**src/rtl/gdsu_pkg.sv**
```systemverilog
// ----------------------------------------------------------------------------
// gdsu_pkg
// shared types, constants, calendar helpers and the control program
// ----------------------------------------------------------------------------
package gdsu_pkg;

	// widths
	localparam int YEAR_W   = 18;         // exact working year, holds every result
	localparam int CNT_W    = 18;         // down counter, holds seven times the step count
	localparam int MOD_W    = 9;          // year mod 400
	localparam int PC_W     = 4;

	localparam logic [MOD_W-1:0] YEAR_CYCLE = 9'd400;

	// year mod 400 split as 25 * 16: low four bits pass, the rest is taken mod 25
	localparam int              SCALED_W    = YEAR_W - 4;
	localparam int              RECIP_W     = 13;
	localparam int              PROD_W      = SCALED_W + RECIP_W;
	localparam int              DIV_SHIFT   = 17;
	localparam int              QUOT_W      = PROD_W - DIV_SHIFT;
	localparam logic [RECIP_W-1:0] RECIP_25 = 13'd5243;   // 2^17 / 25 rounded up
	localparam logic [4:0]      CYCLE_DIV16 = 5'd25;

	// request codes
	localparam logic [2:0] REQ_ADD_DAY    = 3'd0;
	localparam logic [2:0] REQ_SUB_DAYS   = 3'd1;
	localparam logic [2:0] REQ_SUB_WEEKS  = 3'd2;
	localparam logic [2:0] REQ_SUB_MONTHS = 3'd3;
	localparam logic [2:0] REQ_SUB_YEARS  = 3'd4;

	// datapath actions
	typedef enum logic [3:0] {
		DP_NOP,
		DP_LOAD,
		DP_MOD_START,
		DP_MOD_LOAD,
		DP_CLAMP,
		DP_ADD_DAY,
		DP_BACK_DAY,
		DP_BACK_MONTH,
		DP_SUB_YEAR,
		DP_FEB_FIX,
		DP_EMIT
	} dp_act_t;

	// jump conditions: jump to target when true, else fall through; dispatch jumps by request code
	typedef enum logic [2:0] {
		JC_NEXT,
		JC_ALWAYS,
		JC_IN_IDLE,
		JC_MOD_BUSY,
		JC_CNT_NZ,
		JC_OUT_BLOCKED,
		JC_DISPATCH
	} jump_cond_t;

	typedef struct packed {
		dp_act_t         act;
		jump_cond_t      jc;
		logic [PC_W-1:0] target;
	} ucode_t;

	typedef struct packed {
		logic       mod_busy;
		logic       cnt_nz;
		logic       out_blocked;
		logic [2:0] op;
	} dp_status_t;

	// program steps
	localparam logic [PC_W-1:0] STEP_IDLE       = 4'd0;
	localparam logic [PC_W-1:0] STEP_MOD_START  = 4'd1;
	localparam logic [PC_W-1:0] STEP_MOD_WAIT   = 4'd2;
	localparam logic [PC_W-1:0] STEP_MOD_LOAD   = 4'd3;
	localparam logic [PC_W-1:0] STEP_CLAMP      = 4'd4;
	localparam logic [PC_W-1:0] STEP_ADD_DAY    = 4'd5;
	localparam logic [PC_W-1:0] STEP_BACK_DAY   = 4'd6;
	localparam logic [PC_W-1:0] STEP_DAY_DONE   = 4'd7;
	localparam logic [PC_W-1:0] STEP_BACK_MON   = 4'd8;
	localparam logic [PC_W-1:0] STEP_MON_DONE   = 4'd9;
	localparam logic [PC_W-1:0] STEP_SUB_YEAR   = 4'd10;
	localparam logic [PC_W-1:0] STEP_YMOD_START = 4'd11;
	localparam logic [PC_W-1:0] STEP_YMOD_WAIT  = 4'd12;
	localparam logic [PC_W-1:0] STEP_YMOD_LOAD  = 4'd13;
	localparam logic [PC_W-1:0] STEP_FEB_FIX    = 4'd14;
	localparam logic [PC_W-1:0] STEP_EMIT       = 4'd15;

	// control store
	function automatic ucode_t ucode(logic [PC_W-1:0] pc);
		ucode_t w;
		w = '{act: DP_NOP, jc: JC_NEXT, target: STEP_IDLE};
		unique case (pc)
			STEP_IDLE:       w = '{act: DP_LOAD,       jc: JC_IN_IDLE,     target: STEP_IDLE};
			STEP_MOD_START:  w = '{act: DP_MOD_START,  jc: JC_NEXT,        target: STEP_IDLE};
			STEP_MOD_WAIT:   w = '{act: DP_NOP,        jc: JC_MOD_BUSY,    target: STEP_MOD_WAIT};
			STEP_MOD_LOAD:   w = '{act: DP_MOD_LOAD,   jc: JC_NEXT,        target: STEP_IDLE};
			STEP_CLAMP:      w = '{act: DP_CLAMP,      jc: JC_DISPATCH,    target: STEP_IDLE};
			STEP_ADD_DAY:    w = '{act: DP_ADD_DAY,    jc: JC_ALWAYS,      target: STEP_EMIT};
			STEP_BACK_DAY:   w = '{act: DP_BACK_DAY,   jc: JC_CNT_NZ,      target: STEP_BACK_DAY};
			STEP_DAY_DONE:   w = '{act: DP_NOP,        jc: JC_ALWAYS,      target: STEP_EMIT};
			STEP_BACK_MON:   w = '{act: DP_BACK_MONTH, jc: JC_CNT_NZ,      target: STEP_BACK_MON};
			STEP_MON_DONE:   w = '{act: DP_NOP,        jc: JC_ALWAYS,      target: STEP_EMIT};
			STEP_SUB_YEAR:   w = '{act: DP_SUB_YEAR,   jc: JC_NEXT,        target: STEP_IDLE};
			STEP_YMOD_START: w = '{act: DP_MOD_START,  jc: JC_NEXT,        target: STEP_IDLE};
			STEP_YMOD_WAIT:  w = '{act: DP_NOP,        jc: JC_MOD_BUSY,    target: STEP_YMOD_WAIT};
			STEP_YMOD_LOAD:  w = '{act: DP_MOD_LOAD,   jc: JC_NEXT,        target: STEP_IDLE};
			STEP_FEB_FIX:    w = '{act: DP_FEB_FIX,    jc: JC_NEXT,        target: STEP_IDLE};
			STEP_EMIT:       w = '{act: DP_EMIT,       jc: JC_OUT_BLOCKED, target: STEP_EMIT};
			default:         w = '{act: DP_NOP,        jc: JC_ALWAYS,      target: STEP_IDLE};
		endcase
		return w;
	endfunction

	// first step of each request; unused codes go straight to the result
	function automatic logic [PC_W-1:0] dispatch(logic [2:0] op);
		logic [PC_W-1:0] t;
		t = STEP_EMIT;
		case (op) inside
			REQ_ADD_DAY:                 t = STEP_ADD_DAY;
			REQ_SUB_DAYS, REQ_SUB_WEEKS: t = STEP_BACK_DAY;
			REQ_SUB_MONTHS:              t = STEP_BACK_MON;
			REQ_SUB_YEARS:               t = STEP_SUB_YEAR;
			default:                     t = STEP_EMIT;
		endcase
		return t;
	endfunction

	// leap test from the year mod 400
	function automatic logic is_leap(logic [MOD_W-1:0] ymod);
		return (ymod[1:0] == 2'b00) &&
			!(ymod == 9'd100 || ymod == 9'd200 || ymod == 9'd300);
	endfunction

	function automatic logic [4:0] month_days(logic [3:0] m, logic leap);
		logic [4:0] n;
		n = 5'd31;
		case (m) inside
			4'd2:                   n = leap ? 5'd29 : 5'd28;
			4'd4, 4'd6, 4'd9, 4'd11: n = 5'd30;
			default:                n = 5'd31;
		endcase
		return n;
	endfunction

endpackage

```
**src/rtl/gdsu_mod400.sv**
```systemverilog
// ----------------------------------------------------------------------------
// gdsu_mod400
// remainder of a signed year by 400 through a reciprocal multiply
// ----------------------------------------------------------------------------
module gdsu_mod400 (
	input  logic                                clk,
	input  logic                                arst_n,
	input  logic                                start,
	input  logic signed [gdsu_pkg::YEAR_W-1:0]  value,
	output logic                                busy,
	output logic        [gdsu_pkg::MOD_W-1:0]   result
);
	import gdsu_pkg::*;

	logic                busy_q;
	logic                phase_q;
	logic [YEAR_W-1:0]   mag_q;
	logic [QUOT_W-1:0]   quot_q;
	logic [MOD_W-1:0]    rem_q;
	logic                neg_q;
	logic [SCALED_W-1:0] scaled;
	logic [PROD_W-1:0]   prod;
	logic [SCALED_W-1:0] back;
	logic [SCALED_W-1:0] diff;
	logic [MOD_W-1:0]    rem_next;

	// |y| mod 400 = ((|y| >> 4) mod 25) * 16 + (|y| mod 16)
	assign scaled   = mag_q[YEAR_W-1:4];
	assign prod     = PROD_W'(scaled) * PROD_W'(RECIP_25);
	assign back     = SCALED_W'(quot_q) * SCALED_W'(CYCLE_DIV16);
	assign diff     = scaled - back;
	assign rem_next = {diff[4:0], mag_q[3:0]};

	// busy phase 0 forms the quotient, phase 1 the remainder
	always_ff @(posedge clk or negedge arst_n) begin
		if (!arst_n) begin
			busy_q  <= 1'b0;
			phase_q <= 1'b0;
			rem_q   <= '0;
			neg_q   <= 1'b0;
		end else if (start) begin
			busy_q  <= 1'b1;
			phase_q <= 1'b0;
			neg_q   <= value[YEAR_W-1];
		end else if (busy_q) begin
			if (!phase_q) begin
				phase_q <= 1'b1;
			end else begin
				busy_q <= 1'b0;
				rem_q  <= rem_next;
			end
		end
	end

	always_ff @(posedge clk) begin
		if (start) begin
			mag_q <= value[YEAR_W-1] ? YEAR_W'(-value) : YEAR_W'(value);
		end else if (busy_q && !phase_q) begin
			quot_q <= prod[PROD_W-1:DIV_SHIFT];
		end
	end

	// floor remainder: negative years fold back into 0..399
	assign result = (neg_q && rem_q != '0) ? MOD_W'(YEAR_CYCLE - rem_q) : rem_q;
	assign busy   = busy_q;

	a_start_busy: assert property (@(posedge clk) disable iff (!arst_n)
		start |=> busy_q)
		else $error("remainder unit not busy after start");

	a_result_range: assert property (@(posedge clk) disable iff (!arst_n)
		!busy_q |-> result < YEAR_CYCLE)
		else $error("year remainder out of range");

endmodule

```
**src/rtl/gdsu_datapath.sv**
```systemverilog
// ----------------------------------------------------------------------------
// gdsu_datapath
// date registers, down counter, year remainder tracking and result register
// ----------------------------------------------------------------------------
module gdsu_datapath (
	input  logic                       clk,
	input  logic                       arst_n,
	input  gdsu_pkg::ucode_t           ctl,
	output gdsu_pkg::dp_status_t       status,
	input  logic                       in_valid,
	input  logic [2:0]                 req_type,
	input  logic signed [15:0]         in_year,
	input  logic [3:0]                 in_month,
	input  logic [4:0]                 in_day,
	input  logic [14:0]                step_count,
	output logic                       out_valid,
	input  logic                       out_stall,
	output logic signed [15:0]         out_year,
	output logic [3:0]                 out_month,
	output logic [4:0]                 out_day,
	output logic                       year_out_of_range
);
	import gdsu_pkg::*;

	logic signed [YEAR_W-1:0] y_q;
	logic [3:0]               m_q;
	logic [4:0]               d_q;
	logic [CNT_W-1:0]         cnt_q;
	logic [MOD_W-1:0]         ymod_q;
	logic [2:0]               op_q;

	logic                     out_valid_q;
	logic signed [15:0]       out_year_q;
	logic [3:0]               out_month_q;
	logic [4:0]               out_day_q;
	logic                     out_flag_q;

	logic                     mod_start;
	logic                     mod_busy;
	logic [MOD_W-1:0]         mod_result;
	logic                     leap;
	logic [4:0]               len_cur;
	logic [4:0]               len_prev;
	logic [3:0]               m_prev;
	logic [MOD_W-1:0]         ymod_dec;
	logic [MOD_W-1:0]         ymod_inc;
	logic                     cnt_nz;
	logic                     out_blocked;
	logic                     emit;
	logic                     wide_year;

	assign mod_start   = (ctl.act == DP_MOD_START);
	assign leap        = is_leap(ymod_q);
	assign len_cur     = month_days(m_q, leap);
	assign m_prev      = m_q - 4'd1;
	assign len_prev    = month_days(m_prev, leap);
	assign ymod_dec    = (ymod_q == '0) ? MOD_W'(YEAR_CYCLE - 9'd1) : ymod_q - 1'b1;
	assign ymod_inc    = (ymod_q == MOD_W'(YEAR_CYCLE - 9'd1)) ? '0 : ymod_q + 1'b1;
	assign cnt_nz      = (cnt_q != '0);
	assign out_blocked = out_valid_q && out_stall;
	assign emit        = (ctl.act == DP_EMIT) && !out_blocked;
	assign wide_year   = !(y_q[YEAR_W-1:15] == '0 || y_q[YEAR_W-1:15] == '1);

	gdsu_mod400 u_mod400 (
		.clk    (clk),
		.arst_n (arst_n),
		.start  (mod_start),
		.value  (y_q),
		.busy   (mod_busy),
		.result (mod_result)
	);

	always_ff @(posedge clk) begin
		case (ctl.act)
			DP_LOAD: begin
				if (in_valid) begin
					op_q <= req_type;
					y_q  <= YEAR_W'(in_year);
					m_q  <= (in_month == 4'd0) ? 4'd1 : (in_month > 4'd12) ? 4'd12 : in_month;
					d_q  <= in_day;
					if (req_type == REQ_SUB_WEEKS) begin
						cnt_q <= {step_count, 3'b000} - {3'b000, step_count};
					end else begin
						cnt_q <= {3'b000, step_count};
					end
				end
			end
			DP_MOD_LOAD: ymod_q <= mod_result;
			DP_CLAMP: begin
				if (d_q == 5'd0) begin
					d_q <= 5'd1;
				end else if (d_q > len_cur) begin
					d_q <= len_cur;
				end
			end
			DP_ADD_DAY: begin
				if (d_q == len_cur) begin
					d_q <= 5'd1;
					if (m_q == 4'd12) begin
						m_q    <= 4'd1;
						y_q    <= y_q + YEAR_W'(1);
						ymod_q <= ymod_inc;
					end else begin
						m_q <= m_q + 4'd1;
					end
				end else begin
					d_q <= d_q + 5'd1;
				end
			end
			DP_BACK_DAY: begin
				if (cnt_nz) begin
					cnt_q <= cnt_q - 1'b1;
					if (d_q <= 5'd1) begin
						if (m_q <= 4'd1) begin
							y_q    <= y_q - YEAR_W'(1);
							ymod_q <= ymod_dec;
							m_q    <= 4'd12;
							d_q    <= 5'd31;
						end else begin
							m_q <= m_prev;
							d_q <= len_prev;
						end
					end else begin
						d_q <= d_q - 5'd1;
					end
				end
			end
			DP_BACK_MONTH: begin
				if (cnt_nz) begin
					cnt_q <= cnt_q - 1'b1;
					if (m_q == 4'd1) begin
						y_q    <= y_q - YEAR_W'(1);
						ymod_q <= ymod_dec;
						m_q    <= 4'd12;
					end else begin
						m_q <= m_prev;
						if (d_q > len_prev) begin
							d_q <= len_prev;
						end
					end
				end
			end
			DP_SUB_YEAR: y_q <= y_q - $signed({1'b0, cnt_q[CNT_W-2:0]});
			DP_FEB_FIX: begin
				if (m_q == 4'd2 && d_q == 5'd29 && !leap) begin
					d_q <= 5'd28;
				end
			end
			default: ;
		endcase
	end

	always_ff @(posedge clk or negedge arst_n) begin
		if (!arst_n) begin
			out_valid_q <= 1'b0;
		end else if (emit) begin
			out_valid_q <= 1'b1;
		end else if (!out_stall) begin
			out_valid_q <= 1'b0;
		end
	end

	always_ff @(posedge clk) begin
		if (emit) begin
			out_year_q  <= y_q[15:0];
			out_month_q <= m_q;
			out_day_q   <= d_q;
			out_flag_q  <= wide_year;
		end
	end

	assign status = '{mod_busy: mod_busy, cnt_nz: cnt_nz, out_blocked: out_blocked, op: op_q};

	assign out_valid         = out_valid_q;
	assign out_year          = out_year_q;
	assign out_month         = out_month_q;
	assign out_day           = out_day_q;
	assign year_out_of_range = out_flag_q;

	a_back_day_legal: assert property (@(posedge clk) disable iff (!arst_n)
		(ctl.act == DP_BACK_DAY) && cnt_nz |=> d_q != 5'd0 && m_q != 4'd0 && m_q <= 4'd12)
		else $error("date left legal range while stepping back");

endmodule

```
**src/rtl/gdsu_sequencer.sv**
```systemverilog
// ----------------------------------------------------------------------------
// gdsu_sequencer
// step counter over the control store with conditional jumps
// ----------------------------------------------------------------------------
module gdsu_sequencer (
	input  logic                 clk,
	input  logic                 arst_n,
	input  logic                 in_valid,
	output logic                 in_stall,
	input  gdsu_pkg::dp_status_t status,
	output gdsu_pkg::ucode_t     ctl
);
	import gdsu_pkg::*;

	logic [PC_W-1:0] pc_q;
	logic [PC_W-1:0] pc_next;
	ucode_t          word;
	logic            take;

	assign word = ucode(pc_q);

	always_comb begin
		take = 1'b0;
		unique case (word.jc)
			JC_NEXT:        take = 1'b0;
			JC_ALWAYS:      take = 1'b1;
			JC_IN_IDLE:     take = !in_valid;
			JC_MOD_BUSY:    take = status.mod_busy;
			JC_CNT_NZ:      take = status.cnt_nz;
			JC_OUT_BLOCKED: take = status.out_blocked;
			JC_DISPATCH:    take = 1'b1;
			default:        take = 1'b0;
		endcase
		if (word.jc == JC_DISPATCH) begin
			pc_next = dispatch(status.op);
		end else if (take) begin
			pc_next = word.target;
		end else begin
			pc_next = pc_q + 1'b1;
		end
	end

	always_ff @(posedge clk or negedge arst_n) begin
		if (!arst_n) begin
			pc_q <= STEP_IDLE;
		end else begin
			pc_q <= pc_next;
		end
	end

	assign ctl      = word;
	assign in_stall = (pc_q != STEP_IDLE);

	a_accept_starts: assert property (@(posedge clk) disable iff (!arst_n)
		in_valid && !in_stall |=> pc_q == STEP_MOD_START)
		else $error("accepted transaction did not start the program");

	a_emit_holds: assert property (@(posedge clk) disable iff (!arst_n)
		(pc_q == STEP_EMIT) && status.out_blocked |=> pc_q == STEP_EMIT)
		else $error("result step left while output register full");

endmodule

```
**src/rtl/gregorian_date_step_unit_top.sv**
```systemverilog
// ----------------------------------------------------------------------------
// gregorian_date_step_unit_top
// gregorian date step unit: add one day or subtract days, weeks, months, years
// ----------------------------------------------------------------------------
// One transaction in, one transaction out. The block takes a date, a request
// code and a count, and returns the shifted date with a flag that marks a
// year outside the signed 16-bit range (the year then wraps). Items are
// worked one at a time under a small microprogram; a finished result sits in
// the output register, so the next transaction is taken while it waits.
// Setup after acceptance finds the year mod 400 with a reciprocal-multiply
// remainder unit, polled until it is done; then the request runs: adding one
// day is done directly, subtracting days, weeks or months loops once per unit
// (a week counts as seven days), subtracting years makes a second pass of the
// remainder unit, and an unused code goes straight to the result. The program
// is back in its idle step the cycle after the result is written; a result
// stalled in the output register holds the result step. The per-unit loops
// set the time an item takes for large counts.
// ----------------------------------------------------------------------------
module gregorian_date_step_unit_top (
	input  logic               clk,
	input  logic               arst_n,
	// request side
	input  logic               in_valid,
	output logic               in_stall,
	input  logic [2:0]         req_type,
	input  logic signed [15:0] in_year,
	input  logic [3:0]         in_month,
	input  logic [4:0]         in_day,
	input  logic [14:0]        step_count,
	// result side
	output logic               out_valid,
	input  logic               out_stall,
	output logic signed [15:0] out_year,
	output logic [3:0]         out_month,
	output logic [4:0]         out_day,
	output logic               year_out_of_range
);
	import gdsu_pkg::*;

	// control word from the program store, status back from the datapath
	ucode_t     ctl;
	dp_status_t status;

	// step counter and control store
	gdsu_sequencer u_seq (
		.clk      (clk),
		.arst_n   (arst_n),
		.in_valid (in_valid),
		.in_stall (in_stall),
		.status   (status),
		.ctl      (ctl)
	);

	// date registers, counter, leap tracking and result register
	gdsu_datapath u_dp (
		.clk               (clk),
		.arst_n            (arst_n),
		.ctl               (ctl),
		.status            (status),
		.in_valid          (in_valid),
		.req_type          (req_type),
		.in_year           (in_year),
		.in_month          (in_month),
		.in_day            (in_day),
		.step_count        (step_count),
		.out_valid         (out_valid),
		.out_stall         (out_stall),
		.out_year          (out_year),
		.out_month         (out_month),
		.out_day           (out_day),
		.year_out_of_range (year_out_of_range)
	);

endmodule

```
**config.mk**
```make
export PLATFORM = sky130hd
export DESIGN_NAME = gregorian_date_step_unit_top
export DESIGN_NICKNAME = d
export VERILOG_FILES = /design/src/rtl/gdsu_pkg.sv /design/src/rtl/gdsu_mod400.sv /design/src/rtl/gdsu_datapath.sv /design/src/rtl/gdsu_sequencer.sv /design/src/rtl/gregorian_date_step_unit_top.sv
export SDC_FILE = /design/constraint.sdc
export NUM_CORES = 1
export LEC_CHECK = 0
export BUFFER_PORTS_ARGS = -buffer_cell sky130_fd_sc_hd__buf_4
export CAP_MARGIN = 0
export CORE_MARGIN = 3
export CORE_UTILIZATION = 55
export CTS_BUF_LIST = sky130_fd_sc_hd__clkbuf_16
export DETAILED_ROUTE_END_ITERATION = 10
export PLACE_DENSITY = 0.81
export SLEW_MARGIN = 40
export SYNTH_ARGS = -nofsm -noshare
export SYNTH_HDL_FRONTEND = slang
export SYNTH_SLANG_ARGS = --single-unit
```
**constraint.sdc**
```tcl
create_clock -name clk -period 12 [get_ports clk]
set_clock_uncertainty 0.05 [all_clocks]
set_input_delay 1.8 -clock clk [delete_from_list [all_inputs] [get_ports clk]]
set_output_delay 1.8 -clock clk [all_outputs]
set_load 0.005 [all_outputs]
```
==> results of run 1 <==
[placed cells by master, fill, tap and decap left out, types with 9 or more instances in the layout]
cell type  Yosys  layout
clkbuf_16      0      17
buf_4          2      79
nand2b_1      12      12
edfxtp_1     106     106
o31ai_1       10      10
fa_1          64      64
or3_1         10      10
o21a_1        16      16
o22ai_1       13      13
dfrtp_1       17      17
xor2_1        24      24
xnor2_1       61      61
and3_1         9       9
a21oi_1       84      84
nor3_1        39      39
o21ai_0       85      85
nand2_1       96      96
nor2_1        85      84
a21o_1        17      17
a211oi_1      16      16
nand3_1       20      20
ha_1         140     140
a31oi_1       11      11
inv_1        193     197
[through the flow]
step,hold WS (ns),area (sq um),cells
floorplan,0.3744,12120,1308
global placement,0.3862,12890,1620
detailed placement,0.3909,12900,1620
CTS,0.4063,13420,1652
global route,0.4512,13420,1652
finish,0.4069,13420,1652
[sequential cells by signal, summed over array words and instances, names as in the netlist, 3 cells and up, named ones only]
name	count
u_dp.out_day	5
u_dp.u_mod400.rem_q	9
u_dp.ymod_q	9
u_dp.u_mod400.quot_q	5
u_dp.y_q	18
u_dp.d_q	5
u_seq.pc_q	3
u_dp.out_year	16
u_dp.cnt_q	18
u_dp.u_mod400.mag_q	18
u_dp.op_q	3
u_dp.m_q	4
u_dp.out_month	4
[final timing paths]
| kind | start | endpoint | slack [ns] | cells past startpoint |
|---|---|---|---|---|
| min reg2reg | u_dp.u_mod400.mag_q[0] | u_dp.u_mod400.rem_q[0] | 0.41 | 2 |
| max | u_dp.u_mod400.mag_q[14] | u_dp.u_mod400.quot_q[4] | 6.59 | 18 |
| max in group asynchronous | arst_n | u_dp.u_mod400.rem_q[8] | 10.47 | 1 |
| max reg2reg | u_dp.u_mod400.mag_q[14] | u_dp.u_mod400.quot_q[4] | 6.59 | 18 |
| min | u_dp.u_mod400.mag_q[0] | u_dp.u_mod400.rem_q[0] | 0.41 | 2 |
| min in group asynchronous | arst_n | u_dp.out_valid | 1.21 | 1 |
[cell families (layout without fill, tap and decap cells)]
kind of cell / Yosys count / after routing / share of synthesized area
xor gates and xnor gates: 85 / 85 / 0.06143
buffers and inverters: 235 / 304 / 0.07402
and+or+nand+nor: 326 / 326 / 0.1332
muxes: 14 / 14 / 0.01270
AOI/OAI and AO/OA: 321 / 321 / 0.1707
adders and majority gates: 204 / 204 / 0.2503
DFF: 123 / 123 / 0.2977
[layer usage]
metal,share of wire,vias up,global-route usage
met4,0.034,0,0.09504
met1,0.42,4663,0.3107
met3,0.052,72,0.03917
li1,-,4701,-
met2,0.49,315,0.4120
met5,0,-,0
[worst max-delay path: stages, from the launching register on]
cell	delay, ns
edfxtp_1	0.54
ha_1	0.35
inv_1	0.05
fa_1	0.50
inv_1	0.06
fa_1	0.48
fa_1	0.50
inv_1	0.05
fa_1	0.53
inv_1	0.04
ha_1	0.31
a21o_1	0.17
a21oi_1	0.15
o22ai_1	0.10
a211oi_1	0.54
o21a_1	0.21
nor2_1	0.07
o41ai_1	0.36
xnor2_1	0.11
[final cells by class]
class / instances / area, sq um / area share
inverter: 193 / 724.4 / 0.05397
clock inverter: 15 / 96.34 / 0.007177
sequential: 123 / 3608 / 0.2688
clock buffer: 17 / 425.4 / 0.03169
multi-input combinational: 950 / 7631 / 0.5685
timing repair buffer: 79 / 593.1 / 0.04418
tap: 275 / 344.1 / 0.02563
==> metrics, run 1 <==
status complete, no violations; CP Capture Type flop; CTS max path bufs 2; die width about 150 um; clk slew on worst S/H paths around 0.060 ns; Worst Path Required between 10 and 15 ns; first-pass GRT wire length 47.25 mm; Final GP Congestion slightly above 0.9; Starting Density 0.5676; TritonCTS clock tree built; ANT nets after route 0; Layout fillers about 1,700; Vias/cell between 5 and 6; Final Net Count between 1,500 and 2,000; crit-path max FO 6; share of cells above drive strength 1 0.1002; antenna cells 0; pin count of the biggest net entering global routing between 40 and 50; final core occ 0.6286; Resized Gates After CTS 0; Worst-Skew Late Latency about 0.42 ns; # hold bufs at CTS 0; clk sinks 123; Worst Hold Class flop to flop; IO Port Bufs 74; Fin. Hold Viols 0; H-tree level count 4; DR vias ~9,800; top-count cell post-synth inv_1; Synthesis Warnings 0; total wire length between 20 and 30 mm; Mapped Avg Cell Area ~9.3 sq um; Post-DP HPWL 22.05 mm; DRC 0; drt first pass iters 5; #FFs+latches synth approximately 120; area share of the largest cell type after synthesis 0.2626; fmax around 180 MHz; final worst path period share 0.4506; core area roughly 0.021 sq mm; Yosys cell types 89; Die H 154.4 um; CTS root buf clkbuf_16; IO Count between 70 and 80; Netlist Area Pre-Place 0.01212 sq mm; DR WL/cell roughly 17 um; Setup Buffers After CTS 0; synth-to-layout area growth 10.76%; post-layout minimum cycle time approximately 5.4 ns; worst setup margin between 6 and 7 ns; crit start category flop; 1st-iter DRT viols 775; async set or reset register ratio after synthesis 0.1382; row cnt 53; final setup violation count 0; Crit Path Class flop to flop; Die Footprint between 0.02 and 0.025 sq mm; Slew @ Worst Pin ~0.81 ns; Total GRT Usage 0.2423; number of global-route vias before repair 9,742; ys flop type edfxtp_1; synth top area cells edfxtp_1, ha_1, fa_1; grt total ovfl 0; Final Max Tran Viols 0; Mapped Cells about 1,300; Synth area leader edfxtp_1; CTS Buf Count 17; syn_nets approximately 1,600; Post-synth top cells inv_1, ha_1, edfxtp_1, nand2_1; RSZ-0062 raised after global routing no; setup total negative slack 0 ns; total of max-cap violations 0; Critical Path AT approximately 5.5 ns; dpl ws just under 7 ns; Post-synth EDFFs about 110; slew margin rel. 0.4625; sequential area share after synthesis 0.2977; initial antenna violation count 0
Power of run 1 is not shown: default switching activity piles up to over one toggle a cycle in this logic, so the estimate is an artifact.
==> run 2: changes to the inputs <==
--- a/config.mk
+++ b/config.mk
@@ -11,7 +11,7 @@
 export CORE_UTILIZATION = 55
 export CTS_BUF_LIST = sky130_fd_sc_hd__clkbuf_16
 export DETAILED_ROUTE_END_ITERATION = 10
-export PLACE_DENSITY = 0.81
+export PLACE_DENSITY = 0.84
 export SLEW_MARGIN = 40
 export SYNTH_ARGS = -nofsm -noshare
 export SYNTH_HDL_FRONTEND = slang
==> constraint.sdc (replaced) <==
create_clock -name clk -period 4.55 [get_ports clk]
set_clock_uncertainty 0.05 [all_clocks]
set_input_delay 0.6825 -clock clk [delete_from_list [all_inputs] [get_ports clk]]
set_output_delay 0.6825 -clock clk [all_outputs]
set_load 0.005 [all_outputs]
==> run 2 against run 1 <==
Effect of this change: the run now ends with setup timing left; fmax up 1.7%; non-clock buffer count up 81; die area unchanged; sequential share of layout area down 1.5 points; count of clock-buffer cells in the layout unchanged; flip-flop and latch count unchanged; final cell count up 4.9%; critical path type unchanged; critical endpoint unchanged.
==> metrics, run 2 (synthesis results as in run 1) <==
status finished with violations (was complete, no violations); failing checks setup timing; CTS Buf Count 17 (unchanged); 1st-iter DRT viols 1,219 (was 775); CTS max path bufs 2 (unchanged); die width 154.4 um (unchanged); flop-to-flop setup slack -0.77 ns (was 6.59 ns); DRC 0 (unchanged); H-tree level count 4 (unchanged); synth-to-layout area growth 17.51% (was 10.76%); Die Footprint 0.02385 sq mm (unchanged); Slowest cell on crit path fa_1 (was edfxtp_1); pin count of the biggest net entering global routing 30 (was 45); R2R cell count 17 (was 18); final setup violation count 5 (was 0); TritonCTS clock tree built (unchanged); DR vias 10,720 (was 9,751); CTS root buf clkbuf_16 (unchanged); row cnt 53 (unchanged); first-pass GRT wire length 52.99 mm (was 47.25 mm); Worst-Skew Late Latency 0.43 ns (was 0.42 ns); Placement Cell Area 0.01338 sq mm (was 0.01290 sq mm); worst setup margin -0.7651 ns (was 6.593 ns); most common cell after layout, fill and taps aside inv_1 (unchanged); Slew @ Worst Pin 0.8555 ns (was 0.8062 ns); Critical Path AT 5.43 ns (was 5.52 ns); share of cells above drive strength 1 0.1735 (was 0.1002); most frequent cells in the layout inv_1, buf_4, ha_1 (was inv_1, ha_1, edfxtp_1); Fin. Hold Viols 0 (unchanged); antenna cells 0 (unchanged); fmax 188.1 MHz (was 185.0 MHz); Critical path buffers and inverters 7 (was 4); peak per-stage delay on the critical path 0.55 ns (was 0.54 ns); origin of the worst setup path u_dp.u_mod400.mag_q[14] (unchanged); number of global-route vias before repair 10,630 (was 9,742); final cell count without fillers 1,733 (was 1,652); clk sinks 123 (unchanged); RSZ-0062 raised after global routing yes (was no); r2r startpoint u_dp.u_mod400.mag_q[14] (unchanged); R2R Path End u_dp.u_mod400.quot_q[4] (unchanged); ANT nets after route 0 (unchanged); Final GP Congestion 0.8945 (was 0.9049); total of max-cap violations 0 (unchanged); Worst Hold Class input port to async pin (was flop to flop); IO Count 75 (unchanged); Die H 154.4 um (unchanged); Post-DP HPWL 23.73 mm (was 22.05 mm); Worst path top cell family by delay adder cells (unchanged); CP Capture Type flop (unchanged); Starting Density 0.5676 (unchanged); core area 0.02135 sq mm (unchanged); Final Max Tran Viols 0 (unchanged); crit-path max FO 4 (was 6); Top Registers u_dp.cnt_q x18, u_dp.u_mod400.mag_q x18, u_dp.y_q x18 (unchanged); Worst Path Required 4.67 ns (was 12.11 ns); clk slew on worst S/H paths 0.06 ns (about the same); Crit Path Class flop to flop (unchanged); fin area 0.01424 sq mm (was 0.01342 sq mm); setup total negative slack -2.548 ns (was 0 ns); DR WL/cell 19.80 um (was 17.40 um); Vias/cell 6.188 (was 5.903); DP Cell Count 1,683 (was 1,620); Final Net Count 1,696 (was 1,615); initial antenna violation count 0 (unchanged); IO Port Bufs 74 (unchanged); final worst path period share 1.168 (was 0.4506); Layout fillers 1,527 (was 1,719); # hold bufs at CTS 0 (unchanged); total wire length 34.32 mm (was 28.74 mm); post-layout minimum cycle time 5.315 ns (was 5.407 ns); slew margin rel. 0.4290 (was 0.4625); CP cell instances buf_6 -> buf_4 -> buf_4 -> fa_1 -> ha_1 -> inv_1 -> fa_1 -> inv_1 -> fa_1 -> inv_1 -> fa_1 -> inv_1 -> ha_1 -> o21ai_1 -> nor2_4 -> o41ai_4 -> xnor2_1 (was ha_1 -> inv_1 -> fa_1 -> inv_1 -> fa_1 -> fa_1 -> inv_1 -> fa_1 -> inv_1 -> ha_1 -> a21o_1 -> a21oi_1 -> o22ai_1 -> a211oi_1 -> o21a_1 -> nor2_1 -> o41ai_1 -> xnor2_1); crit start category flop (unchanged); WHS 0.08605 ns (was 0.4069 ns); grt total ovfl 0 (unchanged); drt first pass iters 6 (was 5); Total GRT Usage 0.2744 (was 0.2423)
run 2: changes by cell type in the layout (fill, tap and decap cells not counted), moves of 6 or more:
cell	before	now
buf_4	79	152
buf_6	0	8
inv_2	0	8
ha_1	140	132
inv_1	197	186
o21ai_0	85	79
run 2: routing by layer:
metal	GRT usage	wire length, um
met4	0.1211	1939
met5	0	0
met2	0.4773	16940
met3	0.04645	2650
met1	0.3355	12790
run 2: area by class of cell:
cell class | instances | area, sq um | area share
tap | 275 | 344.1 | 0.02416
clock inverter | 15 | 132.6 | 0.009313
multi-input combinational | 950 | 7775 | 0.5459
inverter | 193 | 724.4 | 0.05087
sequential | 123 | 3608 | 0.2534
timing repair buffer | 160 | 1231 | 0.08645
clock buffer | 17 | 425.4 | 0.02987
run 2: stage by stage:
step / setup slack [ns] / util
2_1_floorplan: -0.08846 / -
3_3_place_gp: -0.2827 / 0.6266
3_5_place_dp: -0.4883 / 0.6266
4_1_cts: -0.3788 / 0.6606
5_1_grt: -0.8224 / 0.6669
6_report: -0.7651 / 0.6669
run 2: worst register-to-register path, stage by stage, from the launching register on:
cell and delay (ns):
edfxtp_1 0.50, buf_6 0.18, buf_4 0.12, buf_4 0.13
fa_1 0.52, ha_1 0.32, inv_1 0.07, fa_1 0.53
inv_1 0.08, fa_1 0.55, inv_1 0.08, fa_1 0.45
inv_1 0.08, ha_1 0.28, o21ai_1 0.38, nor2_4 0.13
o41ai_4 0.46, xnor2_1 0.15
run 2: timing repair:
action                                  4_1_cts  5_1_grt
gates resized for setup                      22       25
pin swaps                                    27       23
buffers inserted                              9        9
endpoints found under the setup margin        7        9
run 2: how the worst max path moves through the flow:
stage                                    to  slack (ns)  cells after the start
finish              u_dp.u_mod400.quot_q[4]       -0.77                     17
global route        u_dp.u_mod400.quot_q[4]       -0.82                     17
detailed placement  u_dp.u_mod400.quot_q[4]       -0.49                     16
global placement    u_dp.u_mod400.quot_q[4]       -0.28                     16
CTS                 u_dp.u_mod400.quot_q[4]       -0.38                     19
floorplan           u_dp.u_mod400.quot_q[4]       -0.09                     18
Power of run 2 is left out for the same reason.
